==> config.mk <==
export PLATFORM = sky130hd
export DESIGN_NAME = avcc_to_annexb_converter_core
export DESIGN_NICKNAME = d
export VERILOG_FILES = /design/src/hw/rtl/a2b_pkg.sv /design/src/hw/rtl/a2b_ram.sv /design/src/hw/rtl/avcc_to_annexb_converter_core.sv
export SDC_FILE = /design/constraint.sdc
export NUM_CORES = 1
export LEC_CHECK = 0
export BUFFER_PORTS_ARGS = -buffer_cell sky130_fd_sc_hd__buf_4
export CAP_MARGIN = 20
export CELL_PAD_IN_SITES_DETAIL_PLACEMENT = 2
export CELL_PAD_IN_SITES_GLOBAL_PLACEMENT = 2
export CORE_ASPECT_RATIO = 1.2
export CORE_MARGIN = 2
export CORE_UTILIZATION = 42
export DETAILED_ROUTE_END_ITERATION = 7
export PLACE_DENSITY = 0.81
export SETUP_SLACK_MARGIN = 0.2
export SYNTH_ARGS = -nofsm -noshare
export SYNTH_HDL_FRONTEND = slang
export SYNTH_SLANG_ARGS = --single-unit
==> constraint.sdc <==
create_clock -name clk -period 6 [get_ports clk]
set_input_delay 0.9 -clock clk [delete_from_list [all_inputs] [get_ports clk]]
set_output_delay 0.9 -clock clk [all_outputs]
set_load 0.05 [all_outputs]
==> src/hw/rtl/a2b_pkg.sv <==
`timescale 1ns / 1ps
// ----------------------------------------------------------------------------
// a2b_pkg
// Shared types and codes for the length-prefix to start-code converter.
// ----------------------------------------------------------------------------
package a2b_pkg;

    // Extradata parse phases
    typedef enum logic [2:0] {
        PH_HEADER = 3'd0,
        PH_LENSZ  = 3'd1,
        PH_SPSCNT = 3'd2,
        PH_PPSCNT = 3'd3,
        PH_SIZE   = 3'd4,
        PH_BODY   = 3'd5,
        PH_DONE   = 3'd6,
        PH_OVER   = 3'd7
    } a2b_phase_t;

    // Result kinds
    localparam logic [1:0] KIND_BYTE   = 2'd0;
    localparam logic [1:0] KIND_STATUS = 2'd1;
    localparam logic [1:0] KIND_ERROR  = 2'd2;

    // Status codes
    localparam logic [1:0] ST_OK        = 2'd0;
    localparam logic [1:0] ST_TRUNC     = 2'd1;
    localparam logic [1:0] ST_OVERFLOW  = 2'd2;
    localparam logic [1:0] ST_MALFORMED = 2'd3;

    localparam logic [4:0] NAL_TYPE_IDR  = 5'd5;
    localparam logic [7:0] SC_ZERO       = 8'h00;
    localparam logic [7:0] SC_ONE        = 8'h01;
    localparam logic [2:0] SC_LONG_LEN   = 3'd4;
    localparam logic [2:0] SC_SHORT_LEN  = 3'd3;
    localparam logic [2:0] LEN_FIELD_LEN = 3'd4;

endpackage

==> src/hw/rtl/a2b_ram.sv <==
`timescale 1ns / 1ps
// ----------------------------------------------------------------------------
// a2b_ram
// Generic simple dual-port RAM, one write and one registered read port.
// ----------------------------------------------------------------------------
module a2b_ram #(
    parameter int WIDTH = 8,
    parameter int DEPTH = 48
) (
    input  logic                     clk,
    input  logic                     we,
    input  logic [$clog2(DEPTH)-1:0] waddr,
    input  logic [WIDTH-1:0]         wdata,
    input  logic                     re,
    input  logic [$clog2(DEPTH)-1:0] raddr,
    output logic [WIDTH-1:0]         rdata
);

    logic [WIDTH-1:0] mem [DEPTH];
    logic [WIDTH-1:0] rdata_reg;

    always_ff @(posedge clk)
    begin
        if (we)
        begin
            mem[waddr] <= wdata;
        end
        if (re)
        begin
            rdata_reg <= mem[raddr];
        end
    end

    assign rdata = rdata_reg;

endmodule

==> src/hw/rtl/avcc_to_annexb_converter_core.sv <==
`timescale 1ns / 1ps
// ----------------------------------------------------------------------------
// avcc_to_annexb_converter_core
// H.264 length-prefixed to start-code stream converter, one byte per transfer.
// ----------------------------------------------------------------------------
// Feed extradata bytes with func=0 and packet bytes with func=1, one byte per
// input transfer, first_byte/last_byte framing each block. Extradata is parsed
// once per block; its SPS and PPS units are kept, each behind a 00 00 00 01
// start code, in a PARAM_BYTES-deep synchronous RAM, and a status result is
// returned on the last extradata byte. In packets each 4-byte length is
// replaced by a start code (four bytes for the first unit, three later) and
// the stored parameter sets are replayed ahead of IDR units. Timing: plain
// packet bytes, length bytes and non-final extradata bytes stream at one per
// cycle while the output is drained. A start code is sent byte by byte from
// S_SC, and the unit's first byte behind it leaves through the tail register;
// a parameter-set replay sends each stored byte through the single registered
// read port, one read in flight, and a size field that completes a unit header
// writes its start-code prefix through the single RAM write port. The input
// stalls while a result of the current transfer cannot yet enter the output
// register.
// There is no clearing pass: the store is only read below the fill count of a
// finished parse.
// ----------------------------------------------------------------------------
module avcc_to_annexb_converter_core #(
    parameter int PARAM_BYTES     = 48,
    parameter int PACKET_LEN_BITS = 24
) (
    input  logic        clk,
    input  logic        rst_n,
    // input channel
    input  logic        in_valid,
    output logic        in_ready,
    input  logic        func,
    input  logic [7:0]  in_byte,
    input  logic        first_byte,
    input  logic        last_byte,
    input  logic [23:0] packet_bytes,
    // output channel
    output logic        out_valid,
    input  logic        out_ready,
    output logic [1:0]  kind,
    output logic [7:0]  out_byte,
    output logic [1:0]  status_code,
    output logic        sps_present,
    output logic        pps_present,
    output logic [2:0]  len_field_size,
    output logic        last_of_run
);

    localparam int AW  = $clog2(PARAM_BYTES);
    localparam int FW  = $clog2(PARAM_BYTES + 1);
    localparam int PLW = (PACKET_LEN_BITS < 24) ? PACKET_LEN_BITS : 24;

    typedef enum logic [2:0] {
        S_IDLE,
        S_PFX,
        S_INS,
        S_SC,
        S_TAIL
    } seq_state_t;

    // sequencer
    seq_state_t       state_reg, state_next;
    logic [AW-1:0]    ins_idx_reg, ins_idx_next;
    logic             rd_pend_reg, rd_pend_next;
    logic [2:0]       sc_cnt_reg, sc_cnt_next;
    logic [1:0]       pfx_cnt_reg, pfx_cnt_next;
    logic [AW-1:0]    pfx_addr_reg, pfx_addr_next;
    logic             tail_valid_reg, tail_valid_next;
    logic [1:0]       tail_kind_reg, tail_kind_next;
    logic [7:0]       tail_byte_reg, tail_byte_next;
    logic [1:0]       tail_status_reg, tail_status_next;

    // extradata parse state
    a2b_pkg::a2b_phase_t phase_reg, phase_next;
    logic [2:0]       pos_reg, pos_next;
    logic [7:0]       units_reg, units_next;
    logic [15:0]      ubl_reg, ubl_next;
    logic             sps_reg, sps_next;
    logic             pps_reg, pps_next;
    logic             in_pps_reg, in_pps_next;
    logic [2:0]       len_size_reg, len_size_next;
    logic [FW-1:0]    fill_reg, fill_next;

    // packet state
    logic [2:0]       lc_reg, lc_next;
    logic [31:0]      nl_reg, nl_next;
    logic [PLW-1:0]   pl_reg, pl_next;
    logic             first_unit_reg, first_unit_next;
    logic             drop_reg, drop_next;

    // output register
    logic             out_valid_reg, out_valid_next;
    logic [1:0]       kind_reg, kind_next;
    logic [7:0]       out_byte_reg, out_byte_next;
    logic [1:0]       status_reg, status_next;
    logic             sps_out_reg, sps_out_next;
    logic             pps_out_reg, pps_out_next;
    logic [2:0]       len_out_reg, len_out_next;
    logic             last_reg, last_next;

    // RAM port
    logic             mem_we;
    logic [AW-1:0]    mem_waddr;
    logic [7:0]       mem_wdata;
    logic             mem_re;
    logic [AW-1:0]    mem_raddr;
    logic [7:0]       mem_rdata;

    // per-transfer plan
    logic             in_acc;
    logic             slot_free;
    logic             plan_pfx, plan_ins, plan_sc, plan_tail, direct;
    logic [1:0]       plan_kind;
    logic [7:0]       plan_byte;
    logic [1:0]       plan_status;
    logic             pkt_err;
    logic             ld;
    logic [1:0]       ld_kind;
    logic [7:0]       ld_byte;
    logic [1:0]       ld_status;
    logic             ld_last;

    // extradata values after a possible restart on first_byte
    a2b_pkg::a2b_phase_t ex_phase_c;
    logic [2:0]       ex_pos_c;
    logic [7:0]       ex_units_c, ex_units_dec;
    logic [15:0]      ex_ubl_c, ex_ubl_or, ex_ubl_dec;
    logic             ex_sps_c, ex_pps_c, ex_in_pps_c;
    logic [2:0]       ex_len_c;
    logic [FW-1:0]    ex_fill_c;

    // packet values after a possible restart on first_byte
    logic [PLW-1:0]   pk_pl_c, pk_pl_dec;
    logic [2:0]       pk_lc_c;
    logic [31:0]      pk_nl_c, pk_nl_shift, pk_nl_dec;
    logic             pk_first_c, pk_drop_c;
    logic [FW-1:0]    ins_idx_inc;

    assign in_ready  = (state_reg == S_IDLE);
    assign in_acc    = in_valid && in_ready;
    assign slot_free = !out_valid_reg || out_ready;

    assign ex_phase_c   = first_byte ? a2b_pkg::PH_HEADER : phase_reg;
    assign ex_pos_c     = first_byte ? 3'd0 : pos_reg;
    assign ex_units_c   = first_byte ? 8'd0 : units_reg;
    assign ex_ubl_c     = first_byte ? 16'd0 : ubl_reg;
    assign ex_sps_c     = first_byte ? 1'b0 : sps_reg;
    assign ex_pps_c     = first_byte ? 1'b0 : pps_reg;
    assign ex_in_pps_c  = first_byte ? 1'b0 : in_pps_reg;
    assign ex_len_c     = first_byte ? 3'd1 : len_size_reg;
    assign ex_fill_c    = first_byte ? '0 : fill_reg;
    assign ex_units_dec = ex_units_c - 8'd1;
    assign ex_ubl_or    = ex_ubl_c | {8'h00, in_byte};
    assign ex_ubl_dec   = ex_ubl_c - 16'd1;

    assign pk_pl_c     = first_byte ? packet_bytes[PLW-1:0] : pl_reg;
    assign pk_lc_c     = first_byte ? 3'd0 : lc_reg;
    assign pk_nl_c     = first_byte ? 32'd0 : nl_reg;
    assign pk_first_c  = first_byte ? 1'b1 : first_unit_reg;
    assign pk_drop_c   = first_byte ? 1'b0 : drop_reg;
    assign pk_pl_dec   = pk_pl_c - PLW'(1);
    assign pk_nl_shift = {((pk_lc_c == 3'd0) ? 24'd0 : pk_nl_c[23:0]), in_byte};
    assign pk_nl_dec   = pk_nl_c - 32'd1;

    assign ins_idx_inc = FW'(ins_idx_reg) + FW'(1);

    always_comb
    begin
        state_next       = state_reg;
        ins_idx_next     = ins_idx_reg;
        rd_pend_next     = rd_pend_reg;
        sc_cnt_next      = sc_cnt_reg;
        pfx_cnt_next     = pfx_cnt_reg;
        pfx_addr_next    = pfx_addr_reg;
        tail_valid_next  = tail_valid_reg;
        tail_kind_next   = tail_kind_reg;
        tail_byte_next   = tail_byte_reg;
        tail_status_next = tail_status_reg;

        phase_next      = phase_reg;
        pos_next        = pos_reg;
        units_next      = units_reg;
        ubl_next        = ubl_reg;
        sps_next        = sps_reg;
        pps_next        = pps_reg;
        in_pps_next     = in_pps_reg;
        len_size_next   = len_size_reg;
        fill_next       = fill_reg;

        lc_next         = lc_reg;
        nl_next         = nl_reg;
        pl_next         = pl_reg;
        first_unit_next = first_unit_reg;
        drop_next       = drop_reg;

        out_valid_next  = out_valid_reg && !out_ready;
        kind_next       = kind_reg;
        out_byte_next   = out_byte_reg;
        status_next     = status_reg;
        sps_out_next    = sps_out_reg;
        pps_out_next    = pps_out_reg;
        len_out_next    = len_out_reg;
        last_next       = last_reg;

        mem_we      = 1'b0;
        mem_waddr   = ex_fill_c[AW-1:0];
        mem_wdata   = a2b_pkg::SC_ZERO;
        mem_re      = 1'b0;
        mem_raddr   = ins_idx_reg;

        plan_pfx    = 1'b0;
        plan_ins    = 1'b0;
        plan_sc     = 1'b0;
        plan_tail   = 1'b0;
        plan_kind   = a2b_pkg::KIND_BYTE;
        plan_byte   = in_byte;
        plan_status = a2b_pkg::ST_OK;
        pkt_err     = 1'b0;
        direct      = 1'b0;

        ld        = 1'b0;
        ld_kind   = a2b_pkg::KIND_BYTE;
        ld_byte   = a2b_pkg::SC_ZERO;
        ld_status = a2b_pkg::ST_OK;
        ld_last   = 1'b0;

        case (state_reg)
            S_IDLE:
            begin
                if (in_acc && !func)
                begin
                    // extradata parse step
                    phase_next    = ex_phase_c;
                    pos_next      = ex_pos_c;
                    units_next    = ex_units_c;
                    ubl_next      = ex_ubl_c;
                    sps_next      = ex_sps_c;
                    pps_next      = ex_pps_c;
                    in_pps_next   = ex_in_pps_c;
                    len_size_next = ex_len_c;
                    fill_next     = ex_fill_c;
                    case (ex_phase_c)
                        a2b_pkg::PH_HEADER:
                        begin
                            if (ex_pos_c >= 3'd3)
                            begin
                                pos_next   = 3'd0;
                                phase_next = a2b_pkg::PH_LENSZ;
                            end
                            else
                            begin
                                pos_next = ex_pos_c + 3'd1;
                            end
                        end
                        a2b_pkg::PH_LENSZ:
                        begin
                            len_size_next = {1'b0, in_byte[1:0]} + 3'd1;
                            phase_next    = a2b_pkg::PH_SPSCNT;
                        end
                        a2b_pkg::PH_SPSCNT:
                        begin
                            units_next  = {3'b000, in_byte[4:0]};
                            in_pps_next = 1'b0;
                            pos_next    = 3'd0;
                            if (in_byte[4:0] != 5'd0)
                            begin
                                sps_next   = 1'b1;
                                phase_next = a2b_pkg::PH_SIZE;
                            end
                            else
                            begin
                                phase_next = a2b_pkg::PH_PPSCNT;
                            end
                        end
                        a2b_pkg::PH_PPSCNT:
                        begin
                            units_next  = in_byte;
                            in_pps_next = 1'b1;
                            pos_next    = 3'd0;
                            if (in_byte != 8'd0)
                            begin
                                pps_next   = 1'b1;
                                phase_next = a2b_pkg::PH_SIZE;
                            end
                            else
                            begin
                                phase_next = a2b_pkg::PH_DONE;
                            end
                        end
                        a2b_pkg::PH_SIZE:
                        begin
                            if (ex_pos_c == 3'd0)
                            begin
                                ubl_next = {in_byte, 8'h00};
                                pos_next = 3'd1;
                            end
                            else
                            begin
                                ubl_next = ex_ubl_or;
                                if (ex_fill_c > FW'(PARAM_BYTES - 4))
                                begin
                                    phase_next = a2b_pkg::PH_OVER;
                                end
                                else
                                begin
                                    // first prefix byte now, three more in S_PFX
                                    plan_pfx  = 1'b1;
                                    mem_we    = 1'b1;
                                    mem_wdata = a2b_pkg::SC_ZERO;
                                    fill_next = ex_fill_c + FW'(4);
                                    if (ex_ubl_or == 16'd0)
                                    begin
                                        units_next = ex_units_dec;
                                        pos_next   = 3'd0;
                                        if (ex_units_dec != 8'd0)
                                            phase_next = a2b_pkg::PH_SIZE;
                                        else if (ex_in_pps_c)
                                            phase_next = a2b_pkg::PH_DONE;
                                        else
                                            phase_next = a2b_pkg::PH_PPSCNT;
                                    end
                                    else
                                    begin
                                        phase_next = a2b_pkg::PH_BODY;
                                    end
                                end
                            end
                        end
                        a2b_pkg::PH_BODY:
                        begin
                            if (ex_fill_c >= FW'(PARAM_BYTES))
                            begin
                                phase_next = a2b_pkg::PH_OVER;
                            end
                            else
                            begin
                                mem_we    = 1'b1;
                                mem_wdata = in_byte;
                                fill_next = ex_fill_c + FW'(1);
                                ubl_next  = ex_ubl_dec;
                                if (ex_ubl_dec == 16'd0)
                                begin
                                    units_next = ex_units_dec;
                                    pos_next   = 3'd0;
                                    if (ex_units_dec != 8'd0)
                                        phase_next = a2b_pkg::PH_SIZE;
                                    else if (ex_in_pps_c)
                                        phase_next = a2b_pkg::PH_DONE;
                                    else
                                        phase_next = a2b_pkg::PH_PPSCNT;
                                end
                            end
                        end
                        default:
                        begin
                            // finished or overflowed: byte ignored
                        end
                    endcase
                    if (last_byte)
                    begin
                        plan_tail = 1'b1;
                        plan_kind = a2b_pkg::KIND_STATUS;
                        plan_byte = 8'h00;
                        if (phase_next == a2b_pkg::PH_DONE)
                            plan_status = a2b_pkg::ST_OK;
                        else if (phase_next == a2b_pkg::PH_OVER)
                            plan_status = a2b_pkg::ST_OVERFLOW;
                        else
                            plan_status = a2b_pkg::ST_TRUNC;
                    end
                end
                else if (in_acc)
                begin
                    // packet step
                    pl_next         = pk_pl_c;
                    lc_next         = pk_lc_c;
                    nl_next         = pk_nl_c;
                    first_unit_next = pk_first_c;
                    drop_next       = pk_drop_c;
                    if (!pk_drop_c)
                    begin
                        if (pk_pl_c == '0)
                        begin
                            pkt_err = 1'b1;
                        end
                        else
                        begin
                            pl_next = pk_pl_dec;
                            if (pk_lc_c < a2b_pkg::LEN_FIELD_LEN)
                            begin
                                nl_next = pk_nl_shift;
                                lc_next = pk_lc_c + 3'd1;
                                if (pk_lc_c == 3'd3)
                                begin
                                    if (pk_nl_shift > 32'(pk_pl_dec))
                                    begin
                                        pkt_err = 1'b1;
                                    end
                                    else if (pk_nl_shift == 32'd0)
                                    begin
                                        // zero-length unit: start code only
                                        plan_sc = 1'b1;
                                        lc_next = 3'd0;
                                    end
                                end
                            end
                            else
                            begin
                                if (pk_lc_c == a2b_pkg::LEN_FIELD_LEN)
                                begin
                                    plan_sc  = 1'b1;
                                    plan_ins = (in_byte[4:0] == a2b_pkg::NAL_TYPE_IDR) &&
                                               (phase_reg == a2b_pkg::PH_DONE) &&
                                               (fill_reg != '0);
                                end
                                plan_tail = 1'b1;
                                plan_kind = a2b_pkg::KIND_BYTE;
                                plan_byte = in_byte;
                                nl_next   = pk_nl_dec;
                                lc_next   = (pk_nl_dec != 32'd0) ? 3'd5 : 3'd0;
                            end
                            if ((pk_pl_dec == '0 && lc_next != 3'd0) ||
                                (last_byte && (pk_pl_dec != '0 || lc_next != 3'd0)))
                            begin
                                pkt_err = 1'b1;
                            end
                        end
                        if (pkt_err)
                        begin
                            // one error result replaces everything else
                            drop_next   = 1'b1;
                            plan_sc     = 1'b0;
                            plan_ins    = 1'b0;
                            plan_tail   = 1'b1;
                            plan_kind   = a2b_pkg::KIND_ERROR;
                            plan_byte   = 8'h00;
                            plan_status = a2b_pkg::ST_MALFORMED;
                        end
                        else if (plan_sc)
                        begin
                            first_unit_next = 1'b0;
                        end
                    end
                end

                if (in_acc)
                begin
                    direct = plan_tail && !plan_ins && !plan_sc && slot_free;
                    if (direct)
                    begin
                        ld        = 1'b1;
                        ld_kind   = plan_kind;
                        ld_byte   = plan_byte;
                        ld_status = plan_status;
                        ld_last   = 1'b1;
                    end
                    tail_valid_next  = plan_tail && !direct;
                    tail_kind_next   = plan_kind;
                    tail_byte_next   = plan_byte;
                    tail_status_next = plan_status;
                    sc_cnt_next      = pk_first_c ? a2b_pkg::SC_LONG_LEN
                                                  : a2b_pkg::SC_SHORT_LEN;
                    ins_idx_next     = '0;
                    rd_pend_next     = 1'b0;
                    pfx_cnt_next     = 2'd0;
                    pfx_addr_next    = ex_fill_c[AW-1:0] + AW'(1);
                    if (plan_pfx)
                        state_next = S_PFX;
                    else if (plan_ins)
                        state_next = S_INS;
                    else if (plan_sc)
                        state_next = S_SC;
                    else if (plan_tail && !direct)
                        state_next = S_TAIL;
                    else
                        state_next = S_IDLE;
                end
            end

            S_PFX:
            begin
                // remaining prefix bytes 00 00 01
                mem_we        = 1'b1;
                mem_waddr     = pfx_addr_reg;
                mem_wdata     = (pfx_cnt_reg == 2'd2) ? a2b_pkg::SC_ONE : a2b_pkg::SC_ZERO;
                pfx_addr_next = pfx_addr_reg + AW'(1);
                pfx_cnt_next  = pfx_cnt_reg + 2'd1;
                if (pfx_cnt_reg == 2'd2)
                    state_next = tail_valid_reg ? S_TAIL : S_IDLE;
            end

            S_INS:
            begin
                // stream stored parameter sets, one read in flight
                if (!rd_pend_reg)
                begin
                    mem_re       = 1'b1;
                    mem_raddr    = ins_idx_reg;
                    rd_pend_next = 1'b1;
                end
                else if (slot_free)
                begin
                    ld      = 1'b1;
                    ld_kind = a2b_pkg::KIND_BYTE;
                    ld_byte = mem_rdata;
                    ld_last = 1'b0;
                    if (ins_idx_inc == fill_reg)
                    begin
                        rd_pend_next = 1'b0;
                        state_next   = S_SC;
                    end
                    else
                    begin
                        ins_idx_next = ins_idx_inc[AW-1:0];
                        mem_re       = 1'b1;
                        mem_raddr    = ins_idx_inc[AW-1:0];
                    end
                end
            end

            S_SC:
            begin
                if (slot_free)
                begin
                    ld          = 1'b1;
                    ld_kind     = a2b_pkg::KIND_BYTE;
                    ld_byte     = (sc_cnt_reg == 3'd1) ? a2b_pkg::SC_ONE : a2b_pkg::SC_ZERO;
                    ld_last     = (sc_cnt_reg == 3'd1) && !tail_valid_reg;
                    sc_cnt_next = sc_cnt_reg - 3'd1;
                    if (sc_cnt_reg == 3'd1)
                        state_next = tail_valid_reg ? S_TAIL : S_IDLE;
                end
            end

            S_TAIL:
            begin
                if (slot_free)
                begin
                    ld              = 1'b1;
                    ld_kind         = tail_kind_reg;
                    ld_byte         = tail_byte_reg;
                    ld_status       = tail_status_reg;
                    ld_last         = 1'b1;
                    tail_valid_next = 1'b0;
                    state_next      = S_IDLE;
                end
            end

            default:
            begin
                state_next = S_IDLE;
            end
        endcase

        if (ld)
        begin
            out_valid_next = 1'b1;
            kind_next      = ld_kind;
            out_byte_next  = ld_byte;
            status_next    = ld_status;
            sps_out_next   = sps_next;
            pps_out_next   = pps_next;
            len_out_next   = len_size_next;
            last_next      = ld_last;
        end
    end

    always_ff @(posedge clk or negedge rst_n)
    begin
        if (!rst_n)
        begin
            state_reg       <= S_IDLE;
            ins_idx_reg     <= '0;
            rd_pend_reg     <= 1'b0;
            sc_cnt_reg      <= 3'd0;
            pfx_cnt_reg     <= 2'd0;
            pfx_addr_reg    <= '0;
            tail_valid_reg  <= 1'b0;
            tail_kind_reg   <= a2b_pkg::KIND_BYTE;
            tail_byte_reg   <= 8'h00;
            tail_status_reg <= a2b_pkg::ST_OK;
            phase_reg       <= a2b_pkg::PH_HEADER;
            pos_reg         <= 3'd0;
            units_reg       <= 8'd0;
            ubl_reg         <= 16'd0;
            sps_reg         <= 1'b0;
            pps_reg         <= 1'b0;
            in_pps_reg      <= 1'b0;
            len_size_reg    <= 3'd1;
            fill_reg        <= '0;
            lc_reg          <= 3'd0;
            nl_reg          <= 32'd0;
            pl_reg          <= '0;
            first_unit_reg  <= 1'b1;
            drop_reg        <= 1'b0;
            out_valid_reg   <= 1'b0;
            kind_reg        <= a2b_pkg::KIND_BYTE;
            out_byte_reg    <= 8'h00;
            status_reg      <= a2b_pkg::ST_OK;
            sps_out_reg     <= 1'b0;
            pps_out_reg     <= 1'b0;
            len_out_reg     <= 3'd1;
            last_reg        <= 1'b0;
        end
        else
        begin
            state_reg       <= state_next;
            ins_idx_reg     <= ins_idx_next;
            rd_pend_reg     <= rd_pend_next;
            sc_cnt_reg      <= sc_cnt_next;
            pfx_cnt_reg     <= pfx_cnt_next;
            pfx_addr_reg    <= pfx_addr_next;
            tail_valid_reg  <= tail_valid_next;
            tail_kind_reg   <= tail_kind_next;
            tail_byte_reg   <= tail_byte_next;
            tail_status_reg <= tail_status_next;
            phase_reg       <= phase_next;
            pos_reg         <= pos_next;
            units_reg       <= units_next;
            ubl_reg         <= ubl_next;
            sps_reg         <= sps_next;
            pps_reg         <= pps_next;
            in_pps_reg      <= in_pps_next;
            len_size_reg    <= len_size_next;
            fill_reg        <= fill_next;
            lc_reg          <= lc_next;
            nl_reg          <= nl_next;
            pl_reg          <= pl_next;
            first_unit_reg  <= first_unit_next;
            drop_reg        <= drop_next;
            out_valid_reg   <= out_valid_next;
            kind_reg        <= kind_next;
            out_byte_reg    <= out_byte_next;
            status_reg      <= status_next;
            sps_out_reg     <= sps_out_next;
            pps_out_reg     <= pps_out_next;
            len_out_reg     <= len_out_next;
            last_reg        <= last_next;
        end
    end

    // parameter-set store
    a2b_ram #(
        .WIDTH (8),
        .DEPTH (PARAM_BYTES)
    ) u_param_ram (
        .clk   (clk),
        .we    (mem_we),
        .waddr (mem_waddr),
        .wdata (mem_wdata),
        .re    (mem_re),
        .raddr (mem_raddr),
        .rdata (mem_rdata)
    );

    assign out_valid      = out_valid_reg;
    assign kind           = kind_reg;
    assign out_byte       = out_byte_reg;
    assign status_code    = status_reg;
    assign sps_present    = sps_out_reg;
    assign pps_present    = pps_out_reg;
    assign len_field_size = len_out_reg;
    assign last_of_run    = last_reg;

    // store is never written while it is being replayed
    a_no_write_during_replay: assert property (@(posedge clk) disable iff (!rst_n)
        (state_reg == S_INS) |-> !mem_we)
        else $error("param store written during replay");

    // replay index stays inside the filled part of the store
    a_replay_in_fill: assert property (@(posedge clk) disable iff (!rst_n)
        (state_reg == S_INS) |-> (FW'(ins_idx_reg) < fill_reg))
        else $error("replay index beyond fill");

    // a malformed packet byte sets the drop flag
    a_err_sets_drop: assert property (@(posedge clk) disable iff (!rst_n)
        (in_acc && func && pkt_err) |=> drop_reg)
        else $error("packet error did not set drop");

    // start-code state always has bytes left to send
    a_sc_count_live: assert property (@(posedge clk) disable iff (!rst_n)
        (state_reg == S_SC) |-> (sc_cnt_reg != 3'd0))
        else $error("start-code count empty");

endmodule
Word-level counts from Yosys, hierarchy flattened. Memory sizes are Yosys's and may differ from the RTL's. A register that Yosys moved wholly into a read port is not among the register bits. Index checks and enable logic that the tools add are counted.

Memories kept: 1. Word-level logic and storage cells: 347. Input port bits: 39. Flip-flop bits (word level): 156. RAM bits: 384. Output and inout port bits: 20.

Memories: u_param_ram.mem (depth 48, width 8, read ports 1, clocked after Yosys merged registers in 1, write ports 1, line a2b_ram.sv:19) `logic [WIDTH-1:0] mem [DEPTH];`.

$add $sub $neg: 13. Reductions and logical operators: 52. Bitwise gates (word level): 2. Muxes and demuxes: 216. Magnitude comparators: 5. Eq/ne operators: 26.

Operator list (count): two-way mux 3 bit (52); two-way mux 8 bit (18); two-way mux 32 bit (4); two-way mux 24 bit (4); two-way mux 1 bit (86); two-way mux 6 bit (11); one-hot mux 8 bit (4 select lines) (2); zero test 24 bit (2); two-way mux 16 bit (3); one-hot mux 6 bit (2 select lines) (3); two-way mux 2 bit (17); > comparator 32 x 24 -> 1 bit (1); zero test 16 bit (2); zero test 32 bit (1); one-hot mux 16 bit (2 select lines) (1); nonzero test 32 bit (1); subtractor 32 x 1 -> 32 bit (second input constant) (1); nonzero test 24 bit (1); subtractor 24 x 1 -> 24 bit (second input constant) (1); equality test 3 bit (second input constant) (7); adder 6 x 1 -> 6 bit (second input constant) (3); one-hot mux 3 bit (6 select lines) (1); OR 16 x 8 -> 16 bit (1); one-hot mux 8 bit (2 select lines) (1); 38 further kinds (90).

Depth between registers and ports, before layout.
Word-level depth: 40. Gate-level depth with buffers: 27. Mapped depth without buffers: 18.

Modules after synthesis. A second synthesis with hierarchy kept.

Cell total of the unflattened synthesis: 2511. Area total of the unflattened synthesis: 28582.4 um^2.

By module, submodules not included: a2b_ram (instances 1, area an instance 15414.8 um^2, cells an instance 790, seq. area each 11771.3 um^2); avcc_to_annexb_converter_core (instances 1, area an instance 13167.6 um^2, cells an instance 1721, seq. area each 3907.5 um^2).

Least setup slack after synthesis. No wires, ideal clock.

Path type: input to register. From: in first_byte. To: reg len_out_reg[1], in the netlist len_field_size[1]. Setup slack: -1280 ps. Library setup time: 125 ps. Path buffers: 9. Arrival: 7155 ps. Stages on the path: 26. Required time: 5875 ps. Path through: buf_2 > clkbuf_1 > buf_2 > buf_1 > clkbuf_1 > clkbuf_1 > buf_1 > buf_1 > mux2i_1 > ha_1 > o2111ai_1 > nor4_1 > a21oi_1 > nor2_1 > inv_1 > ha_1 > nand4_1 > nor3_1 > o2111ai_1 > and3_1 > a221oi_1 > nand2_1 > nor4_4 > o311ai_2 > buf_2 > mux2_4.

Word-level cells in the longest chain between the ends: 35. Elaborated cells on any way between the ends: 86. Those cells by class: 3 x add/sub; 2 x order compare; 3 x eq/ne; 62 x mux; 16 x reduce/logical.

Ends and longest elaborated chain: start: declaration (line avcc_to_annexb_converter_core.sv:35) `input logic first_byte,`; parallel branches: the longest is 35 deep, another holds > comparator 32 x 24 -> 1 bit; end signal: assignment (line avcc_to_annexb_converter_core.sv:638) `len_out_reg <= len_out_next;`; end: declaration (line avcc_to_annexb_converter_core.sv:99) `logic [2:0] len_out_reg, len_out_next;`.

Parallel ways; which one is timed is not known. The select of a mux whose other input is x is not followed. A chain may end at the register's enable or synchronous reset.

Final worst setup path.
From: in first_byte. To: reg out_byte_reg[2], in the netlist out_byte[2].

Word-level cells in the longest chain between the ends: 35. Elaborated cells on any way between the ends: 86. Those cells by class: 3 x add/sub; 2 x order compare; 2 x eq/ne; 63 x mux; 16 x reduce/logical.

Ends and longest elaborated chain: parallel branches: the longest is 35 deep, another holds > comparator 32 x 24 -> 1 bit; end signal: assignment (line avcc_to_annexb_converter_core.sv:634) `out_byte_reg <= out_byte_next;`; end: declaration (line avcc_to_annexb_converter_core.sv:95) `logic [7:0] out_byte_reg, out_byte_next;`.

Parallel ways; which one is timed is not known. The select of a mux whose other input is x is not followed.

==> metrics.yaml <==
run_status: "complete, no violations"
clock_insertion_delay_worst_skew_ps: 690
synth_most_common_cell: "sky130_fd_sc_hd__nand2_1"
switching_power_mw: 7.94
synth_top_family_by_area: "simple AND/OR/NAND/NOR gates"
layout.area.seq_um2: 15700
wl_mm: 118
setup-violations-final: 0
grt_max_degree: 80
post_synth_fa_ha_maj_area_fraction_pct: 2.13
sinks_on_the_clock_net: 548
io_buffers: 58
min_period_over_period_pct: 90.7
post_dp_cell_area_um2: 31500
reg2reg_depth: 12
final.min_clock_period_ps: 5440
dieWidth_um: 245
p_leak_nw: 12.1
multi_input_comb_area_um2: 13000
count_of_cell_types_in_the_netlist: 92
synth.cells.most_frequent: "396 x sky130_fd_sc_hd__nand2_1, 392 x sky130_fd_sc_hd__edfxtp_1, 216 x sky130_fd_sc_hd__nor2_1, 206 x sky130_fd_sc_hd__a21oi_1, 200 x sky130_fd_sc_hd__o21ai_0"
max-slew-margin-rel_pct: 31.7
synth_ff_type: "sky130_fd_sc_hd__edfxtp_1"
grt_pass1_vias: 27300
timing.critical_path.required_ps: 6520
timing.fmax_mhz: 184
synth.mux.area_fraction_pct: 4.20
floorplan.die_area_um2: 72100
via_count: 25200
min_path_type: "primary input to asynchronous set/reset pin"
area_growth_pct: 14.2
switching_share_pct: 45.9
synth.area.top_cells: "sky130_fd_sc_hd__edfxtp_1 40%, sky130_fd_sc_hd__dfrtp_1 13%, sky130_fd_sc_hd__nand2_1 5.1%, sky130_fd_sc_hd__a21oi_1 3.5%, sky130_fd_sc_hd__o21ai_0 3.4%"
sequential_area_share_after_synthesis_pct: 53.4
fin_ws_ps: 561
avgSynthCellArea_um2: 10.2
coreArea_um2: 69500
finalPower_mw: 17.3
syn_nets: 2977
grt_pass1_wl_mm: 177
finalNetCount: 3036
finalHoldViolations: 0
clk_path_buf_depth: 3
placed_cells: 3803
number_of_antenna_violations_at_the_first_check_in_global_routing: 4
cts_buffers: 59
drt_drc_violations_left: 0
clock-root-buffer: "sky130_fd_sc_hd__clkbuf_16"
placementRows: 106
clkPwrFrac_pct: 22.2
wl_per_cell_um: 30.1
path_max_fanout: 28
rrSetupSlack_ps: 600
detailed_routing_iteration_count_for_the_pre_antenna_repair_pass: 5
fin_worst_hold_slack_ps: 308
initial_core_util_pct: 42.3
pre_cts_setup_slack_ps: -137
final_layout_size_suffix_gt1_share_pct: 12.4
worst_setup_path_start_kind: "primary input"
post-cts-setup-buffer-count: 0
rsz0062_at_grt: "false"
post_synth_and_or_nand_nor_area_fraction_pct: 17.8
post-synth-top-area-cell: "sky130_fd_sc_hd__edfxtp_1"
drv.max_cap_violation_count: 0
edff_count_synth: 392
synth_compound_gate_area_share_pct: 17.0
clock_tree_from_tritoncts: "done"
place.gp.congestion: 0.910
power_frac_comb_pct: 48.8
detailedPlacementHpwl_mm: 79.8
worstMarginPinSlew_ps: 1020
grt-ovfl-total: 0
fill_cells: 7109
p_int_mw: 9.34
timing.clock.skew_ps: 80.9
via_cell_ratio: 6.44
critPathArrivalTime_ps: 5960
grt_usage_pct: 32.4
yosysWarnings: 0
floorplan.io_pins: 59
final-instance-count-excl-fill: 3916
syn_area_um2: 29400
die_h_um: 294
clock_tree.htree_level_count: 2
synth.ff_latch_count: 548
pd_cells_nw_per_um2: 515
post_synth_inst_count: 2888
post-synth-top-area-fraction_pct: 40.1
finalMaxSlewViolations: 0
drt_iter0_drc: 2048
synth_xor_xnor_area_share_pct: 2.13
seqPwrFrac_pct: 29.0
clkSlewWorstSetupHoldPaths_ps: 60
worstSetupPathType: "primary input to flip-flop"
flip_flop_count_of_the_largest_register_all_copies_and_words_added: 384
drtAntennaViolNets: 0
layout.cell_area.non_filler_um2: 33500
setup.worst_path.end_class: "flip-flop"
async_reset_ff_share_pct: 28.5
maximum_ir_drop_on_the_vdd_rail_mv: 0.473
through the flow:
step	TNS [ps]	utilization [%]
2_1_floorplan	0	-
3_3_place_gp	0	45.3
3_5_place_dp	-1010	45.3
4_1_cts	0	48.2
5_1_grt	0	48.3
6_report	0	48.3
layer usage:
metal | vias up | wire length, um | GRT usage [%]
met5 | - | 23 | 0
met2 | 858 | 59300 | 56.4
met1 | 13200 | 47700 | 40.8
li1 | 10900 | - | -
met4 | 4 | 4530 | 12.1
met3 | 271 | 6290 | 4.66
area by class of cell:
| type | count | share of cell area [%] |
|---|---|---|
| Timing Repair Buffer | 194 | 4.48 |
| Antenna cell | 1 | 0.00746 |
| Clock inverter | 35 | 1.27 |
| Tap cell | 918 | 3.42 |
| Sequential cell | 548 | 46.8 |
| Clock buffer | 76 | 4.68 |
| Inverter | 64 | 0.720 |
| Multi-Input combinational cell | 2080 | 38.7 |
cell families after synthesis:
group	Yosys count
AO/OA/AOI/OAI	768
multiplexers	110
buffers and inverters	260
AND/OR/NAND/NOR	1082
XOR/XNOR	70
adder cells (fa/ha/maj)	50
flip-flops	548
worst max-delay path: stages:
cell and delay (ps):
sky130_fd_sc_hd__buf_6 220, sky130_fd_sc_hd__or4b_2 670, sky130_fd_sc_hd__a22o_1 340, sky130_fd_sc_hd__or3_1 410
sky130_fd_sc_hd__o22a_1 240, sky130_fd_sc_hd__ha_1 320, sky130_fd_sc_hd__nand4_1 170, sky130_fd_sc_hd__nor4_2 410
sky130_fd_sc_hd__o21ai_0 200, sky130_fd_sc_hd__a31oi_1 270, sky130_fd_sc_hd__o2111ai_1 220, sky130_fd_sc_hd__a41oi_1 410
sky130_fd_sc_hd__a22oi_2 170, sky130_fd_sc_hd__o31ai_4 460, sky130_fd_sc_hd__o2111ai_4 290, sky130_fd_sc_hd__o221ai_1 250
worst paths after layout:
check / to / from
worst min register to register: tail_kind_reg[0] / tail_kind_reg[0]
worst max register to register: u_param_ram.rdata[0] / ins_idx_reg[0]
worst max-delay path: out_byte[2] / first_byte
max in group asynchronous: pl_reg[7] / rst_n
worst min-delay path: ubl_reg[6] / rst_n
min in group clk: tail_kind_reg[0] / tail_kind_reg[0]
cell usage in the layout (no fill, tap or decap), types with 13 or more instances in the layout:
| master | instances |
|---|---|
| sky130_fd_sc_hd__dfrtp_1 | 153 |
| sky130_fd_sc_hd__a21oi_1 | 206 |
| sky130_fd_sc_hd__nand2_1 | 396 |
| sky130_fd_sc_hd__nor3_1 | 89 |
| sky130_fd_sc_hd__buf_4 | 188 |
| sky130_fd_sc_hd__nor2b_1 | 25 |
| sky130_fd_sc_hd__or3_1 | 18 |
| sky130_fd_sc_hd__o211ai_1 | 13 |
| sky130_fd_sc_hd__edfxtp_1 | 392 |
| sky130_fd_sc_hd__nand4_1 | 20 |
| sky130_fd_sc_hd__and2_1 | 23 |
| sky130_fd_sc_hd__a31oi_1 | 20 |
| sky130_fd_sc_hd__nand3_1 | 81 |
| sky130_fd_sc_hd__xnor2_1 | 32 |
| sky130_fd_sc_hd__o221ai_1 | 15 |
| sky130_fd_sc_hd__clkbuf_16 | 59 |
| sky130_fd_sc_hd__xor2_1 | 33 |
| sky130_fd_sc_hd__a211oi_1 | 22 |
| sky130_fd_sc_hd__mux2i_1 | 84 |
| sky130_fd_sc_hd__a221oi_1 | 24 |
| sky130_fd_sc_hd__and3_1 | 60 |
| sky130_fd_sc_hd__nor4_1 | 33 |
| sky130_fd_sc_hd__o22ai_1 | 27 |
| sky130_fd_sc_hd__o21ai_0 | 199 |
| sky130_fd_sc_hd__a32oi_1 | 21 |
| sky130_fd_sc_hd__a22o_1 | 22 |
| sky130_fd_sc_hd__inv_1 | 61 |
| sky130_fd_sc_hd__ha_1 | 49 |
| sky130_fd_sc_hd__nor2_1 | 215 |
| sky130_fd_sc_hd__nand2b_1 | 20 |
| sky130_fd_sc_hd__or4_1 | 21 |
| sky130_fd_sc_hd__a22oi_1 | 33 |
| sky130_fd_sc_hd__o31ai_1 | 24 |
| sky130_fd_sc_hd__clkbuf_1 | 14 |
power groups by stage:
stage | combinational [mW] | sequential (mW) | clock [mW]
finish | 8.44 | 5.01 | 3.83
global route | 9.09 | 5.06 | 3.98
CTS | 8.39 | 4.99 | 3.88
detailed placement | 8.17 | 5.05 | 0
global placement | 7.62 | 5.02 | 0
floorplan | 5.28 | 4.88 | 0
timing repair:
action | 4_1_cts | 5_1_grt
hold endpoints to repair | 0 | 0
setup endpoints to repair | 0 | 15
hold buffers | 0 | 0
gates resized for setup | 0 | 6
Note: power is estimated with default switching activity, not from simulation.
